`src/design/assert_macros.svh`:
```
// Assertion macros shared by the RTL of the per-key report backoff table.
// Needs nothing else; the bodies compile away when SYNTHESIS is defined.
`ifndef ASSERT_MACROS_SVH
`define ASSERT_MACROS_SVH
`ifndef SYNTHESIS
// Checked on every clock edge outside reset.
`define PKBT_ASSERT(lbl, clk, rst, prop, msg) \
   lbl: assert property (@(posedge clk) disable iff (rst) prop) else $error(msg);
// Checked on every clock edge, reset included.
`define PKBT_ASSERT_ALWAYS(lbl, clk, prop, msg) \
   lbl: assert property (@(posedge clk) prop) else $error(msg);
`else
`define PKBT_ASSERT(lbl, clk, rst, prop, msg)
`define PKBT_ASSERT_ALWAYS(lbl, clk, prop, msg)
`endif
`endif

```
`src/design/pkbt_pkg.sv`:
```
// Package of the per-key report backoff table: sizes, codes and the
// command and status types between controller and datapath. No dependencies.
`default_nettype none
package pkbt_pkg;
   localparam int TABLE_DEPTH   = 1024;
   localparam int IDX_BITS      = (TABLE_DEPTH > 1) ? $clog2(TABLE_DEPTH) : 1;
   localparam int CNT_BITS      = $clog2(TABLE_DEPTH + 1);
   localparam int TIME_BITS     = 32;
   localparam int KEY_BITS      = 22;
   localparam int BACKOFF_BITS  = 16;
   localparam int ENTRY_BITS    = KEY_BITS + TIME_BITS;
   localparam int CSR_ADDR_BITS = 3;
   localparam int CSR_DATA_BITS = 32;

   localparam logic [BACKOFF_BITS-1:0] BACKOFF_RESET = BACKOFF_BITS'(180);

   // Register index, taken from the word address bit of the byte address.
   localparam logic REG_BACKOFF = 1'b0;

   localparam logic [1:0] OUTCOME_SUPPRESSED = 2'd0;
   localparam logic [1:0] OUTCOME_RENEWED    = 2'd1;
   localparam logic [1:0] OUTCOME_NEW_STORED = 2'd2;
   localparam logic [1:0] OUTCOME_TABLE_FULL = 2'd3;

   typedef struct packed {
      logic start;   // latch the request and restart the scan
      logic step;    // issue the next table read and advance the compare stage
      logic commit;  // settle the outcome, update the table, load the result
   } cmd_type;

   typedef struct packed {
      logic hit;     // the entry in the compare stage holds the request key
      logic chk_vld; // the compare stage holds read data
      logic more;    // filled entries remain to be read
   } stat_type;
endpackage
`default_nettype wire

```
`src/design/pkbt_ctrl.sv`:
```
// Controller of the backoff table: sequences the scan and the commit and
// owns the handshake state of both channels. Depends on pkbt_pkg.
`default_nettype none
module pkbt_ctrl (
   input  wire logic              clock,
   input  wire logic              reset,
   input  wire logic              req_valid,
   output logic                   req_ready,
   output logic                   rsp_valid,
   input  wire logic              rsp_ready,
   output pkbt_pkg::cmd_type      cmd,
   input  wire pkbt_pkg::stat_type stat
);
   localparam logic [1:0] ST_IDLE   = 2'd0;
   localparam logic [1:0] ST_SCAN   = 2'd1;
   localparam logic [1:0] ST_COMMIT = 2'd2;

   logic [1:0] state_ff, state_in;
   logic       rsp_valid_ff, rsp_valid_in;
   logic       out_free;

   // The result register may be reloaded once its transaction has gone.
   assign out_free = !rsp_valid_ff || rsp_ready;

   always_comb begin
      state_in   = state_ff;
      req_ready  = 1'b0;
      cmd.start  = 1'b0;
      cmd.step   = 1'b0;
      cmd.commit = 1'b0;
      unique case (state_ff)
         ST_IDLE: begin
            req_ready = 1'b1;
            if (req_valid) begin
               cmd.start = 1'b1;
               state_in  = ST_SCAN;
            end
         end
         ST_SCAN: begin
            // Stop on the first match, or once the read pipeline has drained.
            if (stat.hit || (!stat.chk_vld && !stat.more)) begin
               state_in = ST_COMMIT;
            end else begin
               cmd.step = 1'b1;
            end
         end
         ST_COMMIT: begin
            if (out_free) begin
               cmd.commit = 1'b1;
               state_in   = ST_IDLE;
            end
         end
         default: begin
            state_in = ST_IDLE;
         end
      endcase
   end

   always_comb begin
      rsp_valid_in = rsp_valid_ff;
      if (cmd.commit) begin
         rsp_valid_in = 1'b1;
      end else if (rsp_ready) begin
         rsp_valid_in = 1'b0;
      end
   end

   always_ff @(posedge clock) begin
      if (reset) begin
         state_ff     <= ST_IDLE;
         rsp_valid_ff <= 1'b0;
      end else begin
         state_ff     <= state_in;
         rsp_valid_ff <= rsp_valid_in;
      end
   end

   assign rsp_valid = rsp_valid_ff;
endmodule
`default_nettype wire

```
`config.mk`:
```
export PLATFORM = sky130hd
export DESIGN_NAME = pkbt_ctrl
export DESIGN_NICKNAME = d
export VERILOG_FILES = /design/src/design/assert_macros.svh /design/src/design/pkbt_pkg.sv /design/src/design/pkbt_ctrl.sv
export SDC_FILE = /design/constraint.sdc
export NUM_CORES = 1
export LEC_CHECK = 0
export BUFFER_PORTS_ARGS = -buffer_cell sky130_fd_sc_hd__clkbuf_2
export CAP_MARGIN = 15
export CORE_AREA = 2 2 39 41
export DETAILED_ROUTE_END_ITERATION = 6
export DIE_AREA = 0 0 41 43
export GPL_TIMING_DRIVEN = 0
export PLACE_DENSITY = 0.3
export SETUP_SLACK_MARGIN = 0.5
export SKIP_CTS_REPAIR_TIMING = 1
export SYNTH_ARGS = -nofsm -noshare
export SYNTH_HDL_FRONTEND = slang
export SYNTH_SLANG_ARGS = --single-unit
```
`constraint.sdc`:
```
create_clock -name clock -period 1.2 [get_ports clock]
set_clock_uncertainty 0.1 [all_clocks]
set_input_delay 0 -clock clock [delete_from_list [all_inputs] [get_ports clock]]
set_output_delay 0 -clock clock [all_outputs]
set_load 0.01 [all_outputs]
```
==> results.md, run 1 <==
* Status: finished with violations
* Violated checks: hold timing
* FMAX at ~910 MHz
* GR Overflow Total at 0
* Layout Nets at 42
* Sw frac at 24.1%
* Via Count at 186
* Syn_area_per_cell at 9.35 µm²
* Internal Power at about 0.27 mW
* Final Core Density at 23.8%
* Core Region at roughly 0.0014 mm²
* RSZ-0062 raised after global routing: yes
* Hold_ws at -0.136 ns
* Final setup fails at 0
* CTS H-tree lvls at 1
* Worst path slowest cell: dfxtp_2
* Cell Chain, Critical Path: nand2b_4, nor2b_4, buf_6, buf_6
* TritonCTS Buffers at 3
* Fin. Hold Viols at 3
* First-pass GRT wire length at 703 µm
* Antenna Cells at 0
* WP data required at 1.10 ns
* Slew @ Worst Pin at roughly 0.25 ns
* Type of origin of the critical path: flop
* TritonRoute pass-1 iters at 2
* Placer Congestion at 0.617
* Leakage at 0.150 nW
* Share of power burned in registers at a little under a third
* Seq/Total Area, Yosys at roughly 38%
* # DRC at 0
* Final min period at 1.10 ns
* Die H at 43 µm
* Synthesized area at roughly 160 µm²
* CP arrival at 1.00 ns
* Combinational Power Share at between 15 and 20%
* Net Count, Synth at 24
* Post-route insts no fill at 50
* WL final at 407 µm
* Layout area overhead at 107%
* Pwr Density at 1080 mW/mm²
* Slew Limit Fails at 0
* Most frequent cells in the layout: 8 x clkbuf_2, 3 x buf_6, 3 x clkbuf_4
* Most frequent CP cell: buf_6
* Tcrit/Tclk final at about nine tenths
* Net Sw Power at 0.0858 mW
* Critical path class: flop to output pin
* Cell Rows at 14
* Tot GR Track Use at just under 7%
* Post-Synthesis Cells at 17
* CTS tree: done
* Crit path largest cell delay at between 0.3 and 0.4 ns
* Tot Pwr at roughly 0.36 mW
* Clk_lat worst skew at between 0.2 and 0.25 ns
* Pin count of the biggest net entering global routing at 6
* Iter 0 DRT Violations at 1
* Critical Path Fanout Max at 5
* Post-synth cell types at 14
* Port buffer count at 11
* Fin Setup TNS at 0 ns
* Root buffer cell: clkbuf_4
* Initial antenna violation count at 0
* Clk sinks at 3
* Most common cell after layout, fill and taps aside: clkbuf_2
* CTS Buffer Depth at 2
* Die X at 41 µm
* Layout cells sized above 1 at between 70 and 80%
* Slew Limit Headroom at 83.4%
* CP top delay family: flip-flops
* Peak supply drop at 0.000168 V
* Worst-path clk slew at approximately 0.04 ns
* Ys Warns at 0
* Detail Placement HPWL at 323 µm
* Hold Path Class: primary input to flop
* Buf+Inv Stages, Crit Path at 2
* Placed Cells at 44
* Crit. End Element: output pin
* Die Footprint at between 0.0015 and 0.002 mm²
* Clk pwr share at between 50% and 60%
* Max-cap viol count at 0
* ANT nets after route at 0
* Io pins at 12
* Number of global-route vias before repair at 197
* Register bit total from synthesis at 3
* Initial Util at 11.5%
* DR vias/cell at 3.72
* WL/cell at 8.14 µm
## metrics by stage
step,cell area [µm²],worst slack (ns)
2_1_floorplan,161,0.172
3_3_place_gp,236,0.136
3_5_place_dp,236,0.150
4_1_cts,263,0.00110
6_report,329,0.0984
5_1_grt,329,0.0478
## cells by family (layout without fill, tap and decap cells)
family,after synthesis,in the layout,synth area share (%)
AND/OR/NAND/NOR,8,8,34.7
AO/OA/AOI/OAI,5,5,22.8
flip-flops,3,3,37.8
buffers and inverters,1,18,4.73
## metal layers
metal  vias to the layer above  GRT usage (%)  wire [µm]
met5                         -              0          0
met4                         0           10.0         16
met3                         2           3.14         19
met2                         7           8.44        238
met1                        82           6.09        133
li1                         95              -          -
## cell type report
| cell class | count | area [µm²] |
|---|---|---|
| flip-flops and latches | 3 | 66.3 |
| multi-input cells | 13 | 123 |
| clock buffers | 4 | 26.3 |
| plain buffers | 1 | 11.3 |
| fillers | 156 | 1050 |
| repair buffers | 13 | 82.6 |
| well taps | 16 | 20.0 |
## flip-flops by register name, indices dropped and copies added, names as in the netlist
| name | flops |
|---|---|
| state_ff | 2 |
| rsp_valid | 1 |
## synth_stat cells
library cell | number | area [µm²]
a21oi_1 | 1 | 5.00
and2_1 | 1 | 6.26
buf_4 | 1 | 7.51
o21ba_2 | 1 | 10.0
nor2_1 | 1 | 3.75
nand2b_1 | 2 | 12.5
nor2b_1 | 1 | 6.26
o21bai_1 | 1 | 7.51
dfxtp_1 | 3 | 60.1
o32ai_1 | 1 | 8.76
o21ai_0 | 1 | 5.00
or3b_1 | 1 | 8.76
nor3b_1 | 1 | 7.51
or4b_1 | 1 | 10.0
## power groups by stage
stage,Sequential [mW],Clock (mW),Combinational [mW]
2_1_floorplan,0.112,0,0.0275
3_3_place_gp,0.113,0,0.0518
3_5_place_dp,0.113,0,0.0523
4_1_cts,0.111,0.185,0.0524
5_1_grt,0.113,0.201,0.0722
6_report,0.112,0.178,0.0654
## final timing paths
kind	cells after the start	endpoint	startpoint	slack, ns
max	4	cmd[0]	state_ff[0]$_SDFFE_PP0P_	0.1
min	2	rsp_valid$_SDFFE_PP0P_	reset	-0.14
max reg2reg	2	state_ff[0]$_SDFFE_PP0P_	state_ff[1]$_SDFFE_PP0P_	0.12
min reg2reg	2	rsp_valid$_SDFFE_PP0P_	rsp_valid$_SDFFE_PP0P_	0.41
Note: power is estimated with default switching activity, not from simulation.
==> inputs of run 2 (changes only) <==
--- a/config.mk
+++ b/config.mk
@@ -5,7 +5,7 @@
 export SDC_FILE = /design/constraint.sdc
 export NUM_CORES = 1
 export LEC_CHECK = 0
-export BUFFER_PORTS_ARGS = -buffer_cell sky130_fd_sc_hd__clkbuf_2
+export BUFFER_PORTS_ARGS = -buffer_cell sky130_fd_sc_hd__buf_2
 export CAP_MARGIN = 15
 export CORE_AREA = 2 2 39 41
 export DETAILED_ROUTE_END_ITERATION = 6
==> constraint.sdc (replaced) <==
create_clock -name clock -period 1.32 [get_ports clock]
set_clock_uncertainty 0.1 [all_clocks]
set_input_delay 0 -clock clock [delete_from_list [all_inputs] [get_ports clock]]
set_output_delay 0 -clock clock [all_outputs]
set_load 0.01 [all_outputs]
==> run 2 against run 1 <==
  * The flow still finishes with violations (hold timing)
  * Routed wire length is 4.7% lower
  * Highest routed layer unchanged
  * Register-to-register slack better by 0.10 ns
  * Design area is 14% lower
  * Critical path depth stayed put
  * Sequential share of layout area is 2.8 points higher
  * Core utilization is 3.3 points lower
  * Largest power group unchanged
  * Combinational power is 21% lower
  * Critical endpoint unchanged
  * Count of clock-buffer cells in the layout stayed put
==> results.md, run 2 (synthesis results as in run 1) <==
* Filler cell count at between 150 and 200
* Tot GR Track Use at 6.12%
* Violated checks: hold timing
* Type of origin of the critical path: flop
* WP data required at 1.22 ns
* Crit path largest cell delay at between 0.3 and 0.4 ns
* Core Region at around 0.0014 mm²
* Final Core Density at 20.5%
* Placed Cells at 44
* Hold Path Class: primary input to flop
* FF+latch area at 65.1 µm²
* Pwr Density at around 1100 mW/mm²
* Io pins at 12
* GR Overflow Total at 0
* Final min period at roughly 1.1 ns
* Critical Path Fanout Max at 5
* Post-DP Area at 235 µm²
* FMAX at 899 MHz
* Slew @ Worst Pin at roughly 0.24 ns
* Worst path slowest cell: dfxtp_2
* Cell Chain, Critical Path: nand2b_4, nor2b_1, buf_4, buf_6
* Die Footprint at 0.00176 mm²
* Multi-input combinational cell area at ~100 µm²
* Peak supply drop at 0.000184 V
* Worst Reg2Reg Path Length in Cells at 2
* Layout Nets at 40
* Slew Limit Headroom at 83.7%
* Most frequent cells in the layout: 10 x buf_2, 3 x clkbuf_4
* # DRC at 0
* Cell Rows at 14
* Crit. End Element: output pin
* Hold endpoint: rsp_valid$_SDFFE_PP0P_
* CTS H-tree lvls at 1
* DR vias/cell at 3.90
* Fin. Hold Viols at 3
* Initial antenna violation count at 0
* Fin Setup TNS at 0 ns
* Layout cells sized above 1 at a little over three fifths
* ANT nets after route at 0
* Hold Path Cell Cnt at 2
* Reg-to-reg startpoint: state_ff[1]$_SDFFE_PP0P_
* Design Area, Final at 284 µm²
* Number of global-route vias before repair at 181
* Status: finished with violations
* Die X at between 40 and 50 µm
* CTS tree: done
* RSZ-0062 raised after global routing: yes
* Reg-to-Reg End: state_ff[0]$_SDFFE_PP0P_
* Worst-path clk slew at 0.04 ns
* Worst setup margin at about 0.21 ns
* WL final at 388 µm
* TritonRoute pass-1 iters at 2
* Reg2Reg Setup Slack at 0.22 ns
* Slew Limit Fails at 0
* Worst min-delay path startpoint: reset
* WL/cell at 8.08 µm
* Detail Placement HPWL at 316 µm
* Initial Util at 11.5%
* Final setup fails at 0
* Reg with most FFs: state_ff
* Port buffer count at 11
* Clk sinks at 3
* CTS Buffer Depth at 2
* Root buffer cell: clkbuf_4
* Max reg flops at 2
* First-pass GRT wire length at 634 µm
* TritonCTS Buffers at 3
* Post-route insts no fill at 48
* Leakage at 0.123 nW
* Tot Pwr at approximately 0.31 mW
* Most common cell after layout, fill and taps aside: buf_2
* Hold_ws at -0.137 ns
* Via Count at 187
* Iter 0 DRT Violations at 1
* Tcrit/Tclk final at 84.3%
* Max-cap viol count at 0
* Antenna Cells at 0
* Layout area overhead at 78.7%
* Pre-CTS WS at approximately 0.28 ns
* Critical path class: flop to output pin
* CP arrival at around 1.0 ns
* Die H at 43 µm
* Placer Congestion at 0.607
* Pin count of the biggest net entering global routing at 6
* Clk_lat worst skew at 0.24 ns
[run 2: critical path, delay by kind of cell, from the launching register on]
family	cells	cell delay [ns]
DFF	1	0.32
buffers and inverters	2	0.20
and+or+nand+nor	2	0.25
[run 2: report_power, final]
group	total [mW]	internal, mW	switching [mW]
combinational	0.0515	0.0303	0.0211
clock	0.162	0.113	0.0487
sequential	0.101	0.0957	0.00513
total	0.314	0.239	0.0750
[run 2: layout make-up]
class / instances / area share (%)
clock buffer: 4 / 9.25
multi-input combinational: 13 / 36.6
sequential: 3 / 22.9
timing repair buffer: 11 / 21.6
tap: 16 / 7.05
buffer: 1 / 2.64
[run 2: worst max-delay path by stage]
stage | startpoint | cells past startpoint | slack (ns) | to
finish | state_ff[0]$_SDFFE_PP0P_ | 4 | 0.21 | cmd[0]
global route | state_ff[0]$_SDFFE_PP0P_ | 4 | 0.15 | cmd[0]
CTS | state_ff[0]$_SDFFE_PP0P_ | 4 | 0.13 | cmd[0]
detailed placement | state_ff[1]$_SDFFE_PP0P_ | 2 | 0.28 | state_ff[0]$_SDFFE_PP0P_
global placement | state_ff[1]$_SDFFE_PP0P_ | 2 | 0.26 | state_ff[0]$_SDFFE_PP0P_
floorplan | state_ff[1]$_SDFFE_PP0P_ | 2 | 0.29 | state_ff[0]$_SDFFE_PP0P_
[run 2: layer usage]
metal | vias to the layer above | wire length, µm | track usage (%)
met4 | 0 | 15 | 10.0
met1 | 87 | 131 | 5.13
met5 | - | 0 | 0
met3 | 2 | 11 | 3.14
met2 | 6 | 229 | 7.50
li1 | 92 | - | -
